`config.mk`:
```
export PLATFORM = sky130hd
export DESIGN_NAME = fph_rec_clr
export DESIGN_NICKNAME = d
export VERILOG_FILES = /design/src/rtl/fph_pkg.sv /design/src/rtl/fph_rec_clr.sv
export SDC_FILE = /design/constraint.sdc
export NUM_CORES = 1
export LEC_CHECK = 0
export BUFFER_PORTS_ARGS = -buffer_cell sky130_fd_sc_hd__buf_2
export CORE_AREA = 2 2 39 41
export CTS_CLUSTER_DIAMETER = 40
export DETAILED_ROUTE_END_ITERATION = 16
export DIE_AREA = 0 0 41 43
export HOLD_SLACK_MARGIN = 0.05
export PLACE_DENSITY_LB_ADDON = 0.15
export SYNTH_ARGS = -nofsm -noshare
export SYNTH_HDL_FRONTEND = slang
export SYNTH_SLANG_ARGS = --single-unit
```
`constraint.sdc`:
```
create_clock -name clk -period 4.4 [get_ports clk]
set_clock_uncertainty 0.05 [all_clocks]
set_input_delay 0.66 -clock clk [delete_from_list [all_inputs] [get_ports clk]]
set_output_delay 0.66 -clock clk [all_outputs]
set_load 0.05 [all_outputs]
```
`src/rtl/fph_pkg.sv`:
```
package fph_pkg;

	localparam int FLOWS     = 1024;
	localparam int FLOW_W    = (FLOWS > 1) ? $clog2(FLOWS) : 1;
	localparam int BINS      = 8;
	localparam int BIN_W     = 3;
	localparam int TIME_BITS = 48;
	localparam int CNT_W     = 32;
	localparam int REC_W     = 5;   // 32 counters per flow record
	localparam int LEN_W     = 16;

	localparam logic MODE_UPDATE  = 1'b0;
	localparam logic MODE_READOUT = 1'b1;

	localparam logic KIND_LENGTH = 1'b0;
	localparam logic KIND_GAP    = 1'b1;

	// log2 band: 0..15 -> 0, 16..31 -> 1 ... 512..1023 -> 6, >= 1024 -> 7
	function automatic logic [BIN_W-1:0] bin_of(input logic [CNT_W-1:0] value);
		logic [BIN_W-1:0] b;
		b = '0;
		if (value[CNT_W-1:10] != '0) b = 3'd7;
		else if (value[9]) b = 3'd6;
		else if (value[8]) b = 3'd5;
		else if (value[7]) b = 3'd4;
		else if (value[6]) b = 3'd3;
		else if (value[5]) b = 3'd2;
		else if (value[4]) b = 3'd1;
		return b;
	endfunction

endpackage

```
`src/rtl/fph_rec_clr.sv`:
```
// Record clear sequencer: walks the 32 counter slots of one flow record,
// one slot per cycle, after a new_flow transaction is taken.
module fph_rec_clr (
	input  logic                      clk,
	input  logic                      arst_n,
	input  logic                      start,
	output logic [fph_pkg::REC_W-1:0] idx,
	output logic                      done
);
	import fph_pkg::*;

	logic             busy_q;
	logic [REC_W-1:0] idx_q;

	// slot counter, runs until the last slot of the record
	always_ff @(posedge clk or negedge arst_n) begin
		if (!arst_n) begin
			busy_q <= 1'b0;
			idx_q  <= '0;
		end else if (start) begin
			busy_q <= 1'b1;
			idx_q  <= '0;
		end else if (busy_q) begin
			idx_q <= idx_q + 1'b1;
			if (idx_q == '1) begin
				busy_q <= 1'b0;
			end
		end
	end

	assign idx  = idx_q;
	assign done = busy_q && (idx_q == '1);

endmodule

```
==> impl_metrics.env, run 1 <==
export IMPL_synth_area_um2=321.6
export IMPL_cpMostUsedCell="ha_1"
export IMPL_die_h_um=43
export IMPL_ys_ff_latch=6
export IMPL_drt_total_wl_um=571
export IMPL_relSlewSlack=0.7601
export IMPL_cp_start_kind="flip-flop"
export IMPL_crit_required_ns=3.69
export IMPL_synth_cell_types=16
export IMPL_slew_viol_final=0
export IMPL_synthMuxAreaShare=0.1089
export IMPL_avgViaCountPerCell=4.288
export IMPL_cts_max_level=1
export IMPL_synth_largest_area_cell="dfrtp_1"
export IMPL_dr_pass1_iters=2
export IMPL_utilization=0.2839
export IMPL_insertion_delay_ns=0.25
export IMPL_synthAdderAreaFrac=0.07782
export IMPL_yosysWarnings=0
export IMPL_hold_path_class="primary input to asynchronous set/reset pin"
export IMPL_cts_buffers=3
export IMPL_drc_errors=0
export IMPL_core_um2=1384
export IMPL_clk_pin_slew_worst_paths_ns=0.05
export IMPL_fillers=153
export IMPL_wl_per_cell_um=10.98
export IMPL_cts_hold_fix_buffers=0
export IMPL_fin_crit_sh=0.5367
export IMPL_portBuffers=8
export IMPL_setup_tns_ns=0
export IMPL_outcome="finished clean"
export IMPL_fmax_mhz=423.5
export IMPL_ys_seq_area_frac=0.4669
export IMPL_path_max_fanout=4
export IMPL_crit_type="flip-flop to output port"
export IMPL_cts_tree="built"
export IMPL_period_needed_ns=2.361
export IMPL_synth_top_area_frac=0.4669
export IMPL_antenna_found_initial=0
export IMPL_cts_root_buffer="clkbuf_4"
export IMPL_crit_path_top_delay_cell="dfrtp_1"
export IMPL_ioPinCount=9
export IMPL_power_total_mw=0.1317
export IMPL_rsz0062_at_grt="no"
export IMPL_power_per_cell_area_nw_per_um2=335.3
export IMPL_maxCapViolCount=0
export IMPL_tightest_slew_ns=0.3598
export IMPL_die_w_um=41
export IMPL_cp_top_family="flip-flops"
export IMPL_ir_worst_vdd_v=0.0001673
export IMPL_syn_nets=31
export IMPL_synth_top_family_by_area="simple AND/OR/NAND/NOR gates"
export IMPL_vias=223
export IMPL_hold_viol_final=0
export IMPL_worst_path_buf_inv=1
export IMPL_place_hpwl_um=429
export IMPL_final_setup_viol_count=0
export IMPL_p_leak_nw=0.2114
export IMPL_endpoint_kind="output port"
export IMPL_diodes=0
export IMPL_synth_simple_gate_area_frac=0.1984
export IMPL_grt_overflow=0
export IMPL_grt_pass1_wl_um=993
export IMPL_cts_buffer_depth=2
export IMPL_dieArea_um2=1763
export IMPL_final_antenna_net_count=0
export IMPL_cp_arrival_ns=1.65
export IMPL_drt_first_iter_violations=2
export IMPL_nets=43
export IMPL_syn2layout_area_growth_pct=22.18
export IMPL_synth_compound_area_frac=0.07393
export IMPL_drive_gt1_frac=0.4167
export IMPL_grt_pass1_vias=233
export IMPL_synth_area_top_cells="dfrtp_1 47%, ha_1 7.8%, nand4_4 6.6%"
export IMPL_crit_chain="ha_1 -> and3_1 -> ha_1 -> and2_2 -> buf_2"
export IMPL_start_util=0.2324
export IMPL_cts_num_sinks=6
export IMPL_syn_instance_count=26
export IMPL_place_congestion=0.6389
export IMPL_synth_xor_area_share=0.02724
export IMPL_cts_setup_buffers=0
export IMPL_critPathMaxStageDelay_ns=0.43
export IMPL_rows=14
export IMPL_grt_max_degree=9
export IMPL_cts_resized=0
export IMPL_grt_use_total=0.09173
export IMPL_syn_avg_cell_area_um2=12.37
[sequential cells by signal, summed over array words and instances, names as in the netlist]
name / flops
busy_q: 1
idx: 5
[power breakdown]
part           internal [mW]  switching (mW)
logic                0.00552          0.0133
registers             0.0576         0.00362
clock network         0.0309          0.0207
total                 0.0941          0.0377
[synth_stat cells]
cell type and instances:
mux2i_1 2, nand3b_1 1, nor2_1 4, a21bo_1 1, buf_6 1, inv_1 1
ha_1 2, dfrtp_1 6, a21o_2 1, nand4_4 1, xnor2_1 1, nor2b_1 1
mux2_4 1, and2_2 1, and3_1 1, a21oi_1 1
[placed cells by master (no fill, tap or decap), drive strengths merged, types with 2 or more instances in the layout]
cell type / n
dfrtp: 6
ha: 2
clkbuf: 3
nor2: 4
mux2i: 2
buf: 8
[final timing paths]
kind,start,to,slack [ns],cells after the start
min in group clk,idx[4],idx[4],0.50,2
max in group asynchronous,arst_n,idx[4],3.97,1
min,arst_n,idx[2],0.18,1
min reg2reg,idx[4],idx[4],0.50,2
max reg2reg,idx[0],idx[4],2.93,5
max,idx[0],done,2.04,5
[area by class of cell]
type                    instances  area [um^2]  share of cell area
clock buffers                   3        22.52             0.05732
inverters                       1        3.754            0.009554
multi-input cells              18        156.4              0.3981
flip-flops and latches          6        150.1              0.3822
well taps                      16        20.02             0.05096
repair buffers                  8        40.04              0.1019
[per-stage QoR]
stage	instances	hold slack (ns)	worst slack [ns]	cell area, um^2
floorplan	26	0.3144	2.141	321.6
global placement	49	0.4436	2.296	370.4
detailed placement	49	0.4437	2.293	370.4
CTS	52	0.1806	2.025	392.9
global route	52	0.1832	1.974	392.9
finish	52	0.1784	2.039	392.9
[per-layer routing]
layer,track usage,vias up,wire (um)
met3,0.06283,0,77
li1,-,110,-
met5,0,-,0
met4,0.04000,0,0
met2,0.1188,12,231
met1,0.1140,101,262
[logic make-up after synthesis]
kind of cell,Yosys count
xor+xnor,1
fa+ha+maj,2
flops,6
buf+inv,2
simple gates,9
compound gates,3
mux,3
(Power assumes the default switching activity.)
==> run 2: changes to the inputs <==
==> constraint.sdc (replaced) <==
create_clock -name clk -period 2.47 [get_ports clk]
set_clock_uncertainty 0.05 [all_clocks]
set_input_delay 0.3705 -clock clk [delete_from_list [all_inputs] [get_ports clk]]
set_output_delay 0.3705 -clock clk [all_outputs]
set_load 0.05 [all_outputs]
==> impl_metrics.env, run 2 (same netlist as run 1, synthesis figures left out) <==
export IMPL_swShare=0.2812
export IMPL_cp_arrival_ns=1.66
export IMPL_met3_usage=0.04712
export IMPL_grt_use_total=0.08081
export IMPL_fmax_mhz=480.2
export IMPL_cts_num_sinks=6
export IMPL_antenna_found_initial=0
export IMPL_cpMostUsedCell="ha_1"
export IMPL_cts_max_level=1
export IMPL_worst_path_buf_inv=1
export IMPL_place_congestion=0.6860
export IMPL_crit_type="flip-flop to output port"
export IMPL_largest_reg_flops=5
export IMPL_relSlewSlack=0.7579
export IMPL_utilization=0.2911
export IMPL_crit_required_ns=2.05
export IMPL_hold_path_class="primary input to flip-flop"
export IMPL_cts_tree="built"
export IMPL_use_met1=0.1148
export IMPL_grt_busiest_layer="met1"
export IMPL_core_um2=1384
export IMPL_p_leak_nw=0.2156
export IMPL_cts_buffers=3
export IMPL_comb_power_share=0.147
export IMPL_final_antenna_net_count=0
export IMPL_cp_top_family="flip-flops"
export IMPL_cts_resized=0
export IMPL_layout_commonest_cell="buf_2"
export IMPL_grt_overflow=0
export IMPL_crit_chain="ha_1 -> and3_1 -> ha_1 -> and2_2 -> buf_2"
export IMPL_timing_final_ws_setup_ns=0.3877
export IMPL_preCtsSetupSlack_ns=0.6427
export IMPL_cts_hold_fix_buffers=1
export IMPL_grt_max_degree=9
export IMPL_critPathMaxStageDelay_ns=0.44
export IMPL_p_sw_mw=0.06592
export IMPL_outcome="finished clean"
export IMPL_pwr_share_clk=0.387
export IMPL_vias=228
export IMPL_endpoint_kind="output port"
export IMPL_fin_crit_sh=0.8430
export IMPL_dr_pass1_iters=2
export IMPL_ioPinCount=9
export IMPL_clk_pin_slew_worst_paths_ns=0.05
export IMPL_slew_viol_final=0
export IMPL_wl_per_cell_um=10.36
export IMPL_grt_pass1_wl_um=897
export IMPL_insertion_delay_ns=0.25
export IMPL_p_int_mw=0.1685
export IMPL_holdCritStartpoint="start"
export IMPL_drc_errors=0
export IMPL_met2_usage=0.09375
export IMPL_avgViaCountPerCell=4.302
export IMPL_hold_viol_final=0
export IMPL_drt_first_iter_violations=9
export IMPL_cts_root_buffer="clkbuf_4"
export IMPL_diodes=0
export IMPL_rows=14
export IMPL_final_cell_mix="8 x buf_2, 6 x dfrtp_1, 4 x nor2_1"
export IMPL_drive_gt1_frac=0.4054
export IMPL_rsz0062_at_grt="no"
export IMPL_tightest_slew_ns=0.3632
export IMPL_power_frac_seq=0.466
export IMPL_syn2layout_area_growth_pct=25.29
export IMPL_final_setup_viol_count=0
export IMPL_maxCapViolCount=0
export IMPL_cp_start_kind="flip-flop"
export IMPL_start_util=0.2324
export IMPL_portBuffers=8
export IMPL_die_w_um=41
export IMPL_setup_tns_ns=0
export IMPL_drt_total_wl_um=549
export IMPL_grt_pass1_vias=219
export IMPL_path_max_fanout=4
export IMPL_crit_path_top_delay_cell="dfrtp_1"
export IMPL_startpoint="idx[0]"
export IMPL_nets=44
export IMPL_die_h_um=43
export IMPL_reg2reg_from="idx[0]"
export IMPL_dieArea_um2=1763
export IMPL_ir_worst_vdd_v=0.0002183
export IMPL_cts_buffer_depth=2
export IMPL_period_needed_ns=2.082
export IMPL_cts_setup_buffers=0
export IMPL_power_per_cell_area_nw_per_um2=581.9
[run 2: cell types whose count changed in the layout (fill, tap and decap cells not counted)]
cell / previous run / this run
dlygate4sd3_1: 0 / 1
[run 2: metal layers]
metal / vias to the layer above / share of wire
met5: - / 0
met3: 3 / 0.10
met2: 11 / 0.38
met1: 101 / 0.49
met4: 0 / 0.031
li1: 113 / -
[run 2: area by class of cell]
cell class	count	area [um^2]
Fill cell	148	980.9
Sequential cell	6	150.1
Clock buffer	3	22.52
Inverter	1	3.754
Multi-Input combinational cell	18	156.4
Tap cell	16	20.02
Timing Repair Buffer	9	50.05
[run 2: through the flow]
stage	hold WS, ns	area (um^2)	total power [mW]	cells
after floorplan	0.02491	321.6	0.1333	26
after global placement	0.1534	370.4	0.1443	49
after detailed placement	0.1533	370.4	0.1445	49
final	0.3299	402.9	0.2344	53
after global routing	0.3495	402.9	0.2471	53
after CTS	0.3279	402.9	0.2380	53
[run 2: power groups by stage]
stage               combinational (mW)  sequential (mW)  clock (mW)
floorplan                      0.00887            0.124           0
global placement                0.0340            0.110           0
detailed placement              0.0337            0.111           0
CTS                             0.0350            0.109      0.0937
global route                    0.0378            0.110      0.0996
finish                          0.0344            0.109      0.0907
[run 2: worst paths after layout]
path / slack (ns) / end / cells past startpoint
worst max-delay path: 0.39 / done / 5
worst min-delay path: 0.33 / idx[2] / 2
worst max register to register: 0.99 / idx[4] / 5
worst min register to register: 0.50 / idx[4] / 2
max in group asynchronous: 1.80 / idx[4] / 2
min in group asynchronous: 0.43 / idx[2] / 2
[run 2: worst register-to-register path, cell delays in order, from the launching register on]
cell     delay [ns]
dfrtp_1        0.44
ha_1           0.25
and3_1         0.18
ha_1           0.27
mux2i_1        0.13
nor2_1         0.05
==> run 3: changes to the inputs <==
==> constraint.sdc (replaced) <==
create_clock -name clk -period 2.1 [get_ports clk]
set_clock_uncertainty 0.05 [all_clocks]
set_input_delay 0.315 -clock clk [delete_from_list [all_inputs] [get_ports clk]]
set_output_delay 0.315 -clock clk [all_outputs]
set_load 0.05 [all_outputs]
==> impl_metrics.env, run 3 (same netlist as run 1, synthesis figures left out) <==
export IMPL_cts_tree="built"
export IMPL_worstHoldEndpoint="idx[2]"
export IMPL_fmax_mhz=498.7
export IMPL_slew_viol_final=0
export IMPL_power_per_cell_area_nw_per_um2=674.9
export IMPL_pwr_share_clk=0.379
export IMPL_die_h_um=43
export IMPL_holdCritStartpoint="start"
export IMPL_rsz0062_at_grt="no"
export IMPL_clk_pin_slew_worst_paths_ns=0.05
export IMPL_cts_max_level=1
export IMPL_placed_area_um2=370.4
export IMPL_r2r_cells=5
export IMPL_portBuffers=8
export IMPL_maxCapViolCount=0
export IMPL_avgViaCountPerCell=4.113
export IMPL_comb_power_share=0.148
export IMPL_place_congestion=0.6822
export IMPL_grt_max_degree=9
export IMPL_reg2reg_slack_ns=0.63
export IMPL_drive_gt1_frac=0.4324
export IMPL_layout_commonest_cell="buf_2"
export IMPL_drt_total_wl_um=572
export IMPL_path_max_fanout=4
export IMPL_utilization=0.2920
export IMPL_grt_overflow=0
export IMPL_rows=14
export IMPL_cts_num_sinks=6
export IMPL_reg2reg_from="idx[0]"
export IMPL_p_int_mw=0.1983
export IMPL_setup_tns_ns=0
export IMPL_cp_arrival_ns=1.64
export IMPL_antenna_found_initial=0
export IMPL_endpoint_kind="output port"
export IMPL_diodes=0
export IMPL_swShare=0.2729
export IMPL_place_hpwl_um=426.2
export IMPL_die_w_um=41
export IMPL_largest_reg_flops=5
export IMPL_crit_type="flip-flop to output port"
export IMPL_power_frac_seq=0.473
export IMPL_start_util=0.2324
export IMPL_period_needed_ns=2.005
export IMPL_final_antenna_net_count=0
export IMPL_grt_pass1_vias=235
export IMPL_grt_pass1_wl_um=1007
export IMPL_dieArea_um2=1763
export IMPL_core_um2=1384
export IMPL_final_setup_viol_count=0
export IMPL_p_leak_nw=0.2144
export IMPL_dr_pass1_iters=2
export IMPL_ir_worst_vdd_v=0.0002458
export IMPL_cts_buffers=3
export IMPL_grt_use_total=0.09274
export IMPL_nets=44
export IMPL_min_delay_path_depth=2
export IMPL_hold_path_class="primary input to flip-flop"
export IMPL_cts_buffer_depth=2
export IMPL_relSlewSlack=0.7618
export IMPL_fin_area_um2=404.1
export IMPL_crit_required_ns=1.74
export IMPL_r2r_end="idx[4]"
export IMPL_syn2layout_area_growth_pct=25.68
export IMPL_final_instance_count_excl_fill=53
export IMPL_insertion_delay_ns=0.24
export IMPL_tightest_slew_ns=0.3573
export IMPL_placedCellCount=49
export IMPL_final_cell_mix="8 x buf_2, 5 x dfrtp_1, 4 x nor2_1"
export IMPL_drt_first_iter_violations=1
export IMPL_fin_crit_sh=0.9549
export IMPL_outcome="finished clean"
export IMPL_vias=218
export IMPL_ioPinCount=9
export IMPL_cp_start_kind="flip-flop"
export IMPL_p_sw_mw=0.07445
export IMPL_hold_viol_final=0
export IMPL_wl_per_cell_um=10.79
export IMPL_cts_root_buffer="clkbuf_4"
export IMPL_drc_errors=0
-- run 3: cell counts in the layout (fill, tap and decap cells not counted) --
No cell type changed its count.
-- run 3: power by group through the flow --
stage               sequential, mW  clock (mW)  combinational (mW)
finish                       0.129       0.103              0.0404
global route                 0.130       0.123              0.0447
CTS                          0.129       0.112              0.0412
detailed placement           0.130           0              0.0396
global placement             0.130           0              0.0399
floorplan                    0.146           0              0.0104
-- run 3: metal layers --
| metal | track usage | vias up | share of wire |
|---|---|---|---|
| li1 | - | 113 | - |
| met1 | 0.1173 | 97 | 0.52 |
| met2 | 0.1094 | 8 | 0.40 |
| met3 | 0.04712 | 0 | 0.075 |
| met4 | 0.08000 | 0 | 0 |
| met5 | 0 | - | 0 |
-- run 3: worst max-delay path by stage --
| stage | start | endpoint | slack (ns) |
|---|---|---|---|
| after floorplan | idx[0] | done | 0.19 |
| after global placement | idx[0] | done | 0.34 |
| after detailed placement | idx[0] | done | 0.33 |
| after CTS | idx[0] | done | 0.06 |
| after global routing | idx[0] | done | 0.02 |
| final | idx[0] | done | 0.09 |
-- run 3: repair_timing --
action / CTS / global route
hold endpoints to repair: 6 / 0
setup buffers: 0 / 0
gates resized for setup: 0 / 1
setup endpoints to repair: 0 / 1
hold buffers: 1 / 0
-- run 3: cell type report --
| cell class | count | area [um^2] |
|---|---|---|
| Multi-Input combinational cell | 18 | 156.4 |
| Fill cell | 148 | 979.7 |
| Tap cell | 16 | 20.02 |
| Timing Repair Buffer | 9 | 50.05 |
| Inverter | 1 | 3.754 |
| Clock buffer | 3 | 22.52 |
| Sequential cell | 6 | 151.4 |
-- run 3: critical path: stages, from the launching register on --
cell and delay, ns:
dfrtp_2 0.44, ha_1 0.23, and3_1 0.18, ha_1 0.18, and2_2 0.16, buf_2 0.20
-- run 3: metrics by stage --
stage               hold slack (ns)  setup WS [ns]  total power, mW
finish                       0.2724        0.09475           0.2728
global route                 0.2776        0.02273           0.2971
detailed placement          0.09781         0.3283           0.1700
CTS                          0.2671        0.05604           0.2815
floorplan                  -0.03059         0.1859           0.1568
global placement            0.09761         0.3437           0.1697
